==> src/hhls_pkg.sv <==
// Shared types, constants and helpers of the HTTP header length scanner.
package hhls_pkg;

  localparam int unsigned CntW = 21;
  localparam int unsigned NameLen = 15;
  localparam int unsigned NameStageW = 4;
  localparam int unsigned ProdW = CntW + 4;

  localparam logic [CntW-1:0] AbsLimit = CntW'(1024 * 1024);
  localparam logic [CntW-1:0] MinLimit = CntW'(16);

  localparam logic [7:0] ChCr = 8'h0D;
  localparam logic [7:0] ChLf = 8'h0A;
  localparam logic [7:0] CaseBit = 8'h20;

  typedef enum logic [2:0] {
    ST_HEADER_DONE   = 3'd0,
    ST_COMPLETE      = 3'd1,
    ST_LIMIT         = 3'd2,
    ST_NO_HEADER_END = 3'd3,
    ST_SHORT_BODY    = 3'd4
  } status_e;

  typedef enum logic [1:0] {
    TERM_NONE  = 2'd0,
    TERM_CR    = 2'd1,
    TERM_CRLF  = 2'd2,
    TERM_CRLFCR = 2'd3
  } term_e;

  typedef struct packed {
    logic [CntW-1:0]       byte_count;
    term_e                 term_stage;
    logic [NameStageW-1:0] name_stage;
    logic                  in_value;
    logic [CntW-1:0]       length_value;
    logic [CntW-1:0]       header_length;
    logic                  in_body;
  } scan_state_t;

  typedef struct packed {
    logic            emit;
    status_e         status;
    logic [CntW-1:0] hdr_bytes;
    logic [CntW-1:0] content_length;
    logic [CntW-1:0] total_bytes;
  } scan_result_t;

  // Lowercase text of the field name, one character per match stage.
  function automatic logic [7:0] name_char(input logic [NameStageW-1:0] idx);
    logic [7:0] c;
    unique case (idx)
      4'd0:    c = "c";
      4'd1:    c = "o";
      4'd2:    c = "n";
      4'd3:    c = "t";
      4'd4:    c = "e";
      4'd5:    c = "n";
      4'd6:    c = "t";
      4'd7:    c = "-";
      4'd8:    c = "l";
      4'd9:    c = "e";
      4'd10:   c = "n";
      4'd11:   c = "g";
      4'd12:   c = "t";
      4'd13:   c = "h";
      4'd14:   c = ":";
      default: c = 8'h00;
    endcase
    return c;
  endfunction

endpackage

==> src/hhls_step.sv <==
// Per-byte next-state and result logic of the header scanner.
module hhls_step (
  input  hhls_pkg::scan_state_t      state_i,
  input  logic [7:0]                 data_byte_i,
  input  logic                       end_of_data_i,
  input  logic [hhls_pkg::CntW-1:0]  limit_i,
  output hhls_pkg::scan_state_t      state_o,
  output hhls_pkg::scan_result_t     result_o
);

  hhls_pkg::scan_state_t           s;
  logic [7:0]                      low;
  logic [hhls_pkg::ProdW-1:0]      prod;
  logic [hhls_pkg::NameStageW-1:0] next_stage;
  logic                            is_digit;
  logic                            header_end;
  logic                            done;
  logic [hhls_pkg::CntW-1:0]       body_bytes;

  assign is_digit = (data_byte_i >= "0") && (data_byte_i <= "9");
  assign low = ((data_byte_i >= "A") && (data_byte_i <= "Z")) ?
               (data_byte_i + hhls_pkg::CaseBit) : data_byte_i;
  // length * 10 + digit
  assign prod = ({4'b0, state_i.length_value} << 3) + ({4'b0, state_i.length_value} << 1)
              + hhls_pkg::ProdW'(data_byte_i - "0");
  assign next_stage = state_i.name_stage + 1'b1;

  always_comb begin
    s = state_i;
    header_end = 1'b0;
    if (state_i.byte_count < limit_i) begin
      s.byte_count = state_i.byte_count + 1'b1;
    end

    if (!state_i.in_body) begin
      if (state_i.in_value) begin
        if (data_byte_i == hhls_pkg::ChCr || data_byte_i == hhls_pkg::ChLf) begin
          s.in_value = 1'b0;
        end else if (is_digit) begin
          s.length_value = (prod > hhls_pkg::ProdW'(limit_i)) ?
                           limit_i : prod[hhls_pkg::CntW-1:0];
        end
      end

      if (low == hhls_pkg::name_char(state_i.name_stage)) begin
        if (next_stage == hhls_pkg::NameStageW'(hhls_pkg::NameLen)) begin
          s.name_stage   = '0;
          s.in_value     = 1'b1;
          s.length_value = '0;
        end else begin
          s.name_stage = next_stage;
        end
      end else begin
        s.name_stage = (low == "c") ? hhls_pkg::NameStageW'(1) : '0;
      end

      priority if (data_byte_i == hhls_pkg::ChCr) begin
        s.term_stage = (state_i.term_stage == hhls_pkg::TERM_CRLF) ?
                       hhls_pkg::TERM_CRLFCR : hhls_pkg::TERM_CR;
      end else if (data_byte_i == hhls_pkg::ChLf &&
                   state_i.term_stage == hhls_pkg::TERM_CR) begin
        s.term_stage = hhls_pkg::TERM_CRLF;
      end else if (data_byte_i == hhls_pkg::ChLf &&
                   state_i.term_stage == hhls_pkg::TERM_CRLFCR) begin
        s.term_stage    = hhls_pkg::TERM_NONE;
        header_end      = 1'b1;
        s.in_body       = 1'b1;
        s.in_value      = 1'b0;
        s.name_stage    = '0;
        s.header_length = s.byte_count;
      end else begin
        s.term_stage = hhls_pkg::TERM_NONE;
      end
    end
  end

  assign body_bytes = s.byte_count - s.header_length;

  always_comb begin
    done            = 1'b1;
    result_o.emit   = 1'b1;
    result_o.status = hhls_pkg::ST_HEADER_DONE;
    priority if (s.in_body && body_bytes >= s.length_value) begin
      result_o.status = hhls_pkg::ST_COMPLETE;
    end else if (s.byte_count >= limit_i) begin
      result_o.status = hhls_pkg::ST_LIMIT;
    end else if (end_of_data_i) begin
      result_o.status = s.in_body ? hhls_pkg::ST_SHORT_BODY : hhls_pkg::ST_NO_HEADER_END;
    end else begin
      done          = 1'b0;
      result_o.emit = header_end;
    end
    result_o.hdr_bytes      = s.in_body ? s.header_length : s.byte_count;
    result_o.content_length = s.length_value;
    result_o.total_bytes    = s.byte_count;

    state_o = done ? '0 : s;
  end

endmodule

==> src/http_header_length_scanner.sv <==
// HTTP header length scanner: top level with input, state and result registers.
//
// Takes one request byte per cycle, except while a byte with a result waits for the
// output slot, and reports header end, completion, size limit and early end of data.
// An accepted byte is held in the input register; its result is loaded into the
// result register, from which it can transfer. The per-byte scan state loops back
// through the combinational step logic, which sets this rate.
// A waiting result in the output register does not block bytes that produce no
// result; only a byte that produces one stalls behind an untaken result. The size
// limit is clamped to 16..1048576 when written and takes effect on the next byte.
module http_header_length_scanner (
  input  logic                      clk_i,
  input  logic                      rst_ni,
  input  logic                      cfg_we_i,
  input  logic [hhls_pkg::CntW-1:0] max_request_bytes_i,
  input  logic                      in_valid_i,
  output logic                      in_ready_o,
  input  logic [7:0]                data_byte_i,
  input  logic                      end_of_data_i,
  output logic                      out_valid_o,
  input  logic                      out_ready_i,
  output logic [2:0]                status_o,
  output logic [hhls_pkg::CntW-1:0] hdr_bytes_o,
  output logic [hhls_pkg::CntW-1:0] content_length_o,
  output logic [hhls_pkg::CntW-1:0] total_bytes_o
);

  logic                      in_valid_q;
  logic [7:0]                byte_q;
  logic                      eod_q;
  logic [hhls_pkg::CntW-1:0] limit_q, limit_d;
  hhls_pkg::scan_state_t     state_q, state_d;
  hhls_pkg::scan_result_t    res;
  logic                      out_valid_q;
  hhls_pkg::scan_result_t    out_q;
  logic                      advance;

  hhls_step u_step (
    .state_i       (state_q),
    .data_byte_i   (byte_q),
    .end_of_data_i (eod_q),
    .limit_i       (limit_q),
    .state_o       (state_d),
    .result_o      (res)
  );

  always_comb begin
    if (max_request_bytes_i < hhls_pkg::MinLimit) begin
      limit_d = hhls_pkg::MinLimit;
    end else if (max_request_bytes_i > hhls_pkg::AbsLimit) begin
      limit_d = hhls_pkg::AbsLimit;
    end else begin
      limit_d = max_request_bytes_i;
    end
  end

  // The held byte retires unless it has a result and the output slot stays full.
  assign advance    = in_valid_q && (!res.emit || !out_valid_q || out_ready_i);
  assign in_ready_o = !in_valid_q || advance;

  always_ff @(posedge clk_i or negedge rst_ni) begin
    if (!rst_ni) begin
      in_valid_q  <= 1'b0;
      limit_q     <= hhls_pkg::AbsLimit;
      state_q     <= '0;
      out_valid_q <= 1'b0;
    end else begin
      if (cfg_we_i) begin
        limit_q <= limit_d;
      end
      if (in_ready_o) begin
        in_valid_q <= in_valid_i;
      end
      if (advance) begin
        state_q <= state_d;
      end
      if (advance && res.emit) begin
        out_valid_q <= 1'b1;
      end else if (out_ready_i) begin
        out_valid_q <= 1'b0;
      end
    end
  end

  always_ff @(posedge clk_i) begin
    if (in_valid_i && in_ready_o) begin
      byte_q <= data_byte_i;
      eod_q  <= end_of_data_i;
    end
    if (advance && res.emit) begin
      out_q <= res;
    end
  end

  assign out_valid_o      = out_valid_q;
  assign status_o         = 3'(out_q.status);
  assign hdr_bytes_o      = out_q.hdr_bytes;
  assign content_length_o = out_q.content_length;
  assign total_bytes_o    = out_q.total_bytes;

endmodule

==> config.mk <==
export PLATFORM = sky130hd
export DESIGN_NAME = http_header_length_scanner
export DESIGN_NICKNAME = d
export VERILOG_FILES = /design/src/hhls_pkg.sv /design/src/hhls_step.sv /design/src/http_header_length_scanner.sv
export SDC_FILE = /design/constraint.sdc
export NUM_CORES = 1
export LEC_CHECK = 0
export ABC_AREA = 1
export BUFFER_PORTS_ARGS = -buffer_cell sky130_fd_sc_hd__buf_2
export CAP_MARGIN = 20
export CORE_UTILIZATION = 40
export DETAILED_ROUTE_END_ITERATION = 6
export GPL_TIMING_DRIVEN = 1
export PLACE_DENSITY = 0.6
export SYNTH_ARGS = -nofsm -noshare
export SYNTH_HDL_FRONTEND = slang
export SYNTH_HIERARCHICAL = 1
export SYNTH_SLANG_ARGS = --single-unit
export TNS_END_PERCENT = 5
==> constraint.sdc <==
create_clock -name clk_i -period 8.89 [get_ports clk_i]
set_input_delay 0.4445 -clock clk_i [delete_from_list [all_inputs] [get_ports clk_i]]
set_output_delay 0.4445 -clock clk_i [all_outputs]
set_load 0.02 [all_outputs]
=== After elaboration in Yosys (flattened, before gate mapping) ===
Memory sizes are Yosys's and may differ from the RTL's.
Cells that the tools add are included.

* Bits of input ports: 35
* Memories kept: 1
* Register bits: 169
* ROM bits: 112
* Logic and storage cells: 105
* Output and inout bits: 68

* Mux-type cells: 42
* Reductions and logical operators: 18
* Add/subtract/negate cells: 7
* Magnitude comparators: 10
* Equal/unequal tests: 9
* Bitwise operators: 1

{| class="wikitable"
|+ Memories
! memory !! words !! bits a word !! rd ports !! clocked after memory_dff !! write ports !! line !! RTL
|-
| (no name shown) || 16 || 7 || 1 || 0 || 0 || hhls_pkg.sv:52 || <nowiki>unique case (idx)</nowiki>
|}

{| class="wikitable"
|+ Operators by type and width
! cell !! number
|-
| $mux W21 || 7
|-
| $mux W22 || 6
|-
| $mux W71 || 1
|-
| $mux W50 || 1
|-
| $ge A21 B21 Y1 || 2
|-
| $add A24 B22 Y25 || 1
|-
| $add A25 B25 Y25 || 1
|-
| $gt A25 B21 Y1 || 1
|-
| $add A21 B1 Y21 const B || 1
|-
| $gt A21 B21 Y1 const B || 1
|-
| $lt A21 B21 Y1 || 1
|-
| $lt A21 B5 Y1 const B || 1
|-
| $sub A21 B21 Y21 || 1
|-
| $eq A8 B4 Y1 const B || 2
|-
| $mux W8 || 2
|-
| $mux W5 || 3
|-
| $mux W1 || 14
|-
| $mux W2 || 5
|-
| $sub A8 B6 Y9 const B || 1
|-
| $add A8 B6 Y8 const B || 1
|-
| $eq A8 B7 Y1 const B || 1
|-
| $eq A8 B8 Y1 || 1
|-
| $ge A8 B6 Y1 const B || 1
|-
| $ge A8 B7 Y1 const B || 1
|-
| 16 further kinds || 30
|}

=== Logic depth before layout (Yosys ltp) ===
* Depth in word-level cells: 23
* Gate-level depth with buffers: 51

=== Modules after synthesis ===
Netlist, hierarchy kept.

{| class="wikitable"
|+ By module, submodules not included
! module !! area each (um2) !! cells an instance !! sequential area each (um2) !! instances
|-
| hhls_step || 8,320.5 || 1,492 || 0.0 || 1
|-
| http_header_length_scanner || 5,992.0 || 364 || 4,605.7 || 1
|}

=== Worst setup path after synthesis ===
No wires, ideal clock.

* Path kind: flip-flop to flip-flop
* Start: register byte_q[4]
* End: register out_q, in the netlist content_length_o[0], enable pin
* Stages on the path, launching flop included: 45
* Period minus slack after synthesis: 8,420 ps
* Path buffers: 1
* Arrival time: 8,000 ps
* Path slack: 470 ps
* Data required time: 8,470 ps
* Cell sequence: edfxtp_1 ha_1 nor3_1 fa_1 ha_1 nand2_1 inv_1 nand2_1 nand2_1 a21oi_1 o21ai_0 inv_1 nand2_1 nand2_1 inv_1 ha_1 nand2_1 inv_1 [9 not listed] nand2_1 nand3_1 nand2_1 nand2_1 nand2_1 inv_1 ha_1 inv_1 nor3_1 nor3b_1 nand4_1 nand4_1 nand2_1 inv_1 nor2_1 nand3_1 nand3_1 inv_1

{| class="wikitable"
|+ RTL lines
! what !! line !! RTL
|-
| from (decl) || http_header_length_scanner.sv:29 || <nowiki>logic [7:0] byte_q;</nowiki>
|-
| from (signal assigned) || http_header_length_scanner.sv:87 || <nowiki>byte_q <= data_byte_i;</nowiki>
|-
| to (signal assigned) || http_header_length_scanner.sv:91 || <nowiki>out_q <= res;</nowiki>
|-
| to (decl) || http_header_length_scanner.sv:35 || <nowiki>hhls_pkg::scan_result_t out_q;</nowiki>
|}

==> flow_summary.ini <==
[outcome]
status = complete, no violations

[global_routing]
grt_pass1_wl_um = 66790
grt_usage_pct = 23.85
antenna_found_initial = 0
grt_overflow = 0
grt_pass1_vias = 11930
grt_max_degree = 72

[final_layout]
nFillCells = 3517
n_antenna_cell = 0
nNetsFinal = 2137
final_common_cell = nand2_1
design_area_mm2 = 0.01581
most-common-layout-cells = 519 x nand2_1, 229 x inv_1, 142 x ha_1, 139 x nor2_1, 101 x buf_2
syn2layout_area_growth_pct = 10.49
drive_gt1_share_pct = 12.96

[sta]
slew_viol_final = 0
rsz0062_at_grt = no
relSlewSlack_pct = 41.98
max_freq_mhz = 125.2
hold_viol = 0
min_period_ns = 7.988
finClkSkew_ns = 0.01108
final-setup-viol-count = 0
setup_tns_ns = 0
min_period_over_period_pct = 89.86
tightest_slew_ns = 0.8694

[route]
drt-pass1-iter-count = 5
wl_met2_um = 18900
drtIter0Drc = 1154
wire_per_inst_um = 17.73
wl_met1_um = 20230
vias_per_cell = 5.315
wirelength_um = 42670
wl_met3_um = 2560
ant_nets = 0
vias = 12790
drc = 0
top_layer = met4

[critical_path]
cp.arrival_ns = 7.54
cp_common_cell = nand2_1
cp_max_fo = 21
cp_data_required_time_ns = 8.45
critPathTopFamily = simple AND/OR/NAND/NOR gates
crit_path_end_kind = primary output
cpMaxStageDelayCell = edfxtp_1
max_stage_delay_ns = 0.53
cp-start-kind = register
critPathBufInv = 6
critical_path_class = register to primary output

[synthesis]
seq_area_frac_synth_pct = 32.18
ys_ff_latch = 169
ys.flop_type = dfrtp_1
synth_nets = 2054
yosys_warnings = 6
syn_avg_cell_area_um2 = 7.711
synth_edf_count = 75
ys_async_sr_fraction_pct = 55.62
syn_area_mm2 = 0.01431
netlist_instances = 1856
synth_cell_types = 49

[placed_design]
place.gp.congestion = 0.8983
port_buffers = 102
hpwl_um = 32800
place_area_mm2 = 0.01521

[flow_run]
cap_viol_max_count = 0

[floorplanning]
design.core.area_mm2 = 0.03488
dieArea_mm2 = 0.03654
row_count = 68
pin_count = 103
start_util_pct = 41.03
die_w_um = 191.2
die_h_um = 191.2

[clocking]
cts_num_sinks = 169
cts_buffer_depth = 2
clock_latency_ns = 0.45
cts_tree = yes
cts_max_level = 4
cts_buffers = 17
clk_pin_slew_ns = 0.07
root_buffer = clkbuf_16
cts-hold-fix-buffers = 0

[min_path]
hp-class = primary input to asynchronous set/reset pin
## cells in the mapped netlist (2+ instances only)
cell        n  area [µm²]
a211oi_1    4       30.03
a21o_1      4       30.03
a21oi_1   100       500.5
a21oi_2     3       26.28
a221oi_1    2       17.52
a31oi_1     2       12.51
and2_1      2       12.51
buf_2      14       70.07
buf_4       7       52.55
buf_6      10       112.6
clkbuf_1   16       60.06
clkbuf_8    3       41.29
dfrtp_1    93        2327
edfxtp_1   75        2252
fa_1       21       420.4
ha_1      142        1777
inv_1     230       863.3
inv_2      10       37.54
mux2_2     71       799.5
mux2i_1     2       20.02
nand2_1   520        1952
nand2_2     8       50.05
nand3_1    95       475.5
nand3_2     2       20.02
nand3b_1    9       67.56
nand4_1    64       400.4
nor2_1    139       521.8
nor2_2      6       37.54
nor2_4      3       33.78
nor3_1     20       100.1
nor3b_1     3       22.52
nor4_1      6       37.54
o211ai_1    5       37.54
o21a_1      4       30.03
o21ai_0    85       425.4
o21ai_1     6       30.03
o21bai_1    5       37.54
o311ai_0    2       17.52
or2_2       2       12.51
xnor2_1     9       78.83
xor2_1     44       385.4
## cells by family after synthesis
family	share of synthesized area (%)
XOR/XNOR	3.243
adder cells (fa/ha/maj)	15.35
AND/OR/NAND/NOR	26.20
buffers and inverters	8.672
flip-flops	32.18
AO/OA/AOI/OAI	8.629
multiplexers	5.726
## layer usage
layer	vias up	GRT usage [%]
met1	6020	34.20
met3	52	3.360
met2	406	37.08
met4	0	6.929
li1	6316	-
met5	-	0
## sequential cells by signal, indices dropped and copies added, names as in the netlist
signal            flops
state_q              71
limit_q              21
status_o              3
content_length_o     21
byte_q                8
hdr_bytes_o          21
eod_q                 1
out_valid_o           1
in_valid_q            1
total_bytes_o        21
## worst register-to-register path, delay by kind of cell, from the launching register on
kind | cells | cell delay, ns
and+or+nand+nor | 27 | 3.35
adders and majority gates | 5 | 1.61
buffers and inverters | 7 | 0.82
AOI/OAI and AO/OA | 4 | 0.70
DFF | 1 | 0.53
muxes | 1 | 0.43
xor gates and xnor gates | 1 | 0.24
## worst paths after layout
kind                               start          end  slack (ns)  depth (start not counted)
min in group clk_i         end_of_data_i        eod_q        0.18                          1
max in group asynchronous         rst_ni   limit_q[2]        7.67                          2
max                            byte_q[6]   in_ready_o        0.90                         44
min reg2reg                  limit_q[20]  limit_q[20]        0.47                          2
min                               rst_ni  state_q[15]        0.01                          1
max reg2reg                    byte_q[6]  state_q[36]        1.07                         45
## per-stage QoR
stage / util (%) / std cells / setup slack [ns] / hold WS [ns]
CTS: 45.31 / 2407 / 0.8530 / 0.02653
global placement: 43.59 / 2375 / 1.150 / 0.4586
global route: 45.33 / 2407 / 0.1309 / 0.05167
floorplan: - / 1856 / 0.4702 / 0.1489
detailed placement: 43.59 / 2375 / 1.125 / 0.4626
finish: 45.33 / 2407 / 0.9017 / 0.01324
## repair_timing
action / in CTS / in global routing
endpoints found under the hold margin: 0 / 0
buffers inserted: 0 / 0
endpoints found under the setup margin: 0 / 1
resized for setup: 0 / 1
## area by class of cell
cell class                      instances  area, µm²  share of cell area (%)
Clock buffer                           18      429.2                   2.714
Clock inverter                         14      171.4                   1.084
Inverter                              241      904.6                   5.720
Multi-Input combinational cell       1396       8481                   53.63
Sequential cell                       169       4606                   29.12
Tap cell                              455      569.3                   3.600
Timing Repair Buffer                  114      653.1                   4.130
Power is not shown: default switching activity piles up to over one toggle a cycle in this logic, so the estimate is an artifact.
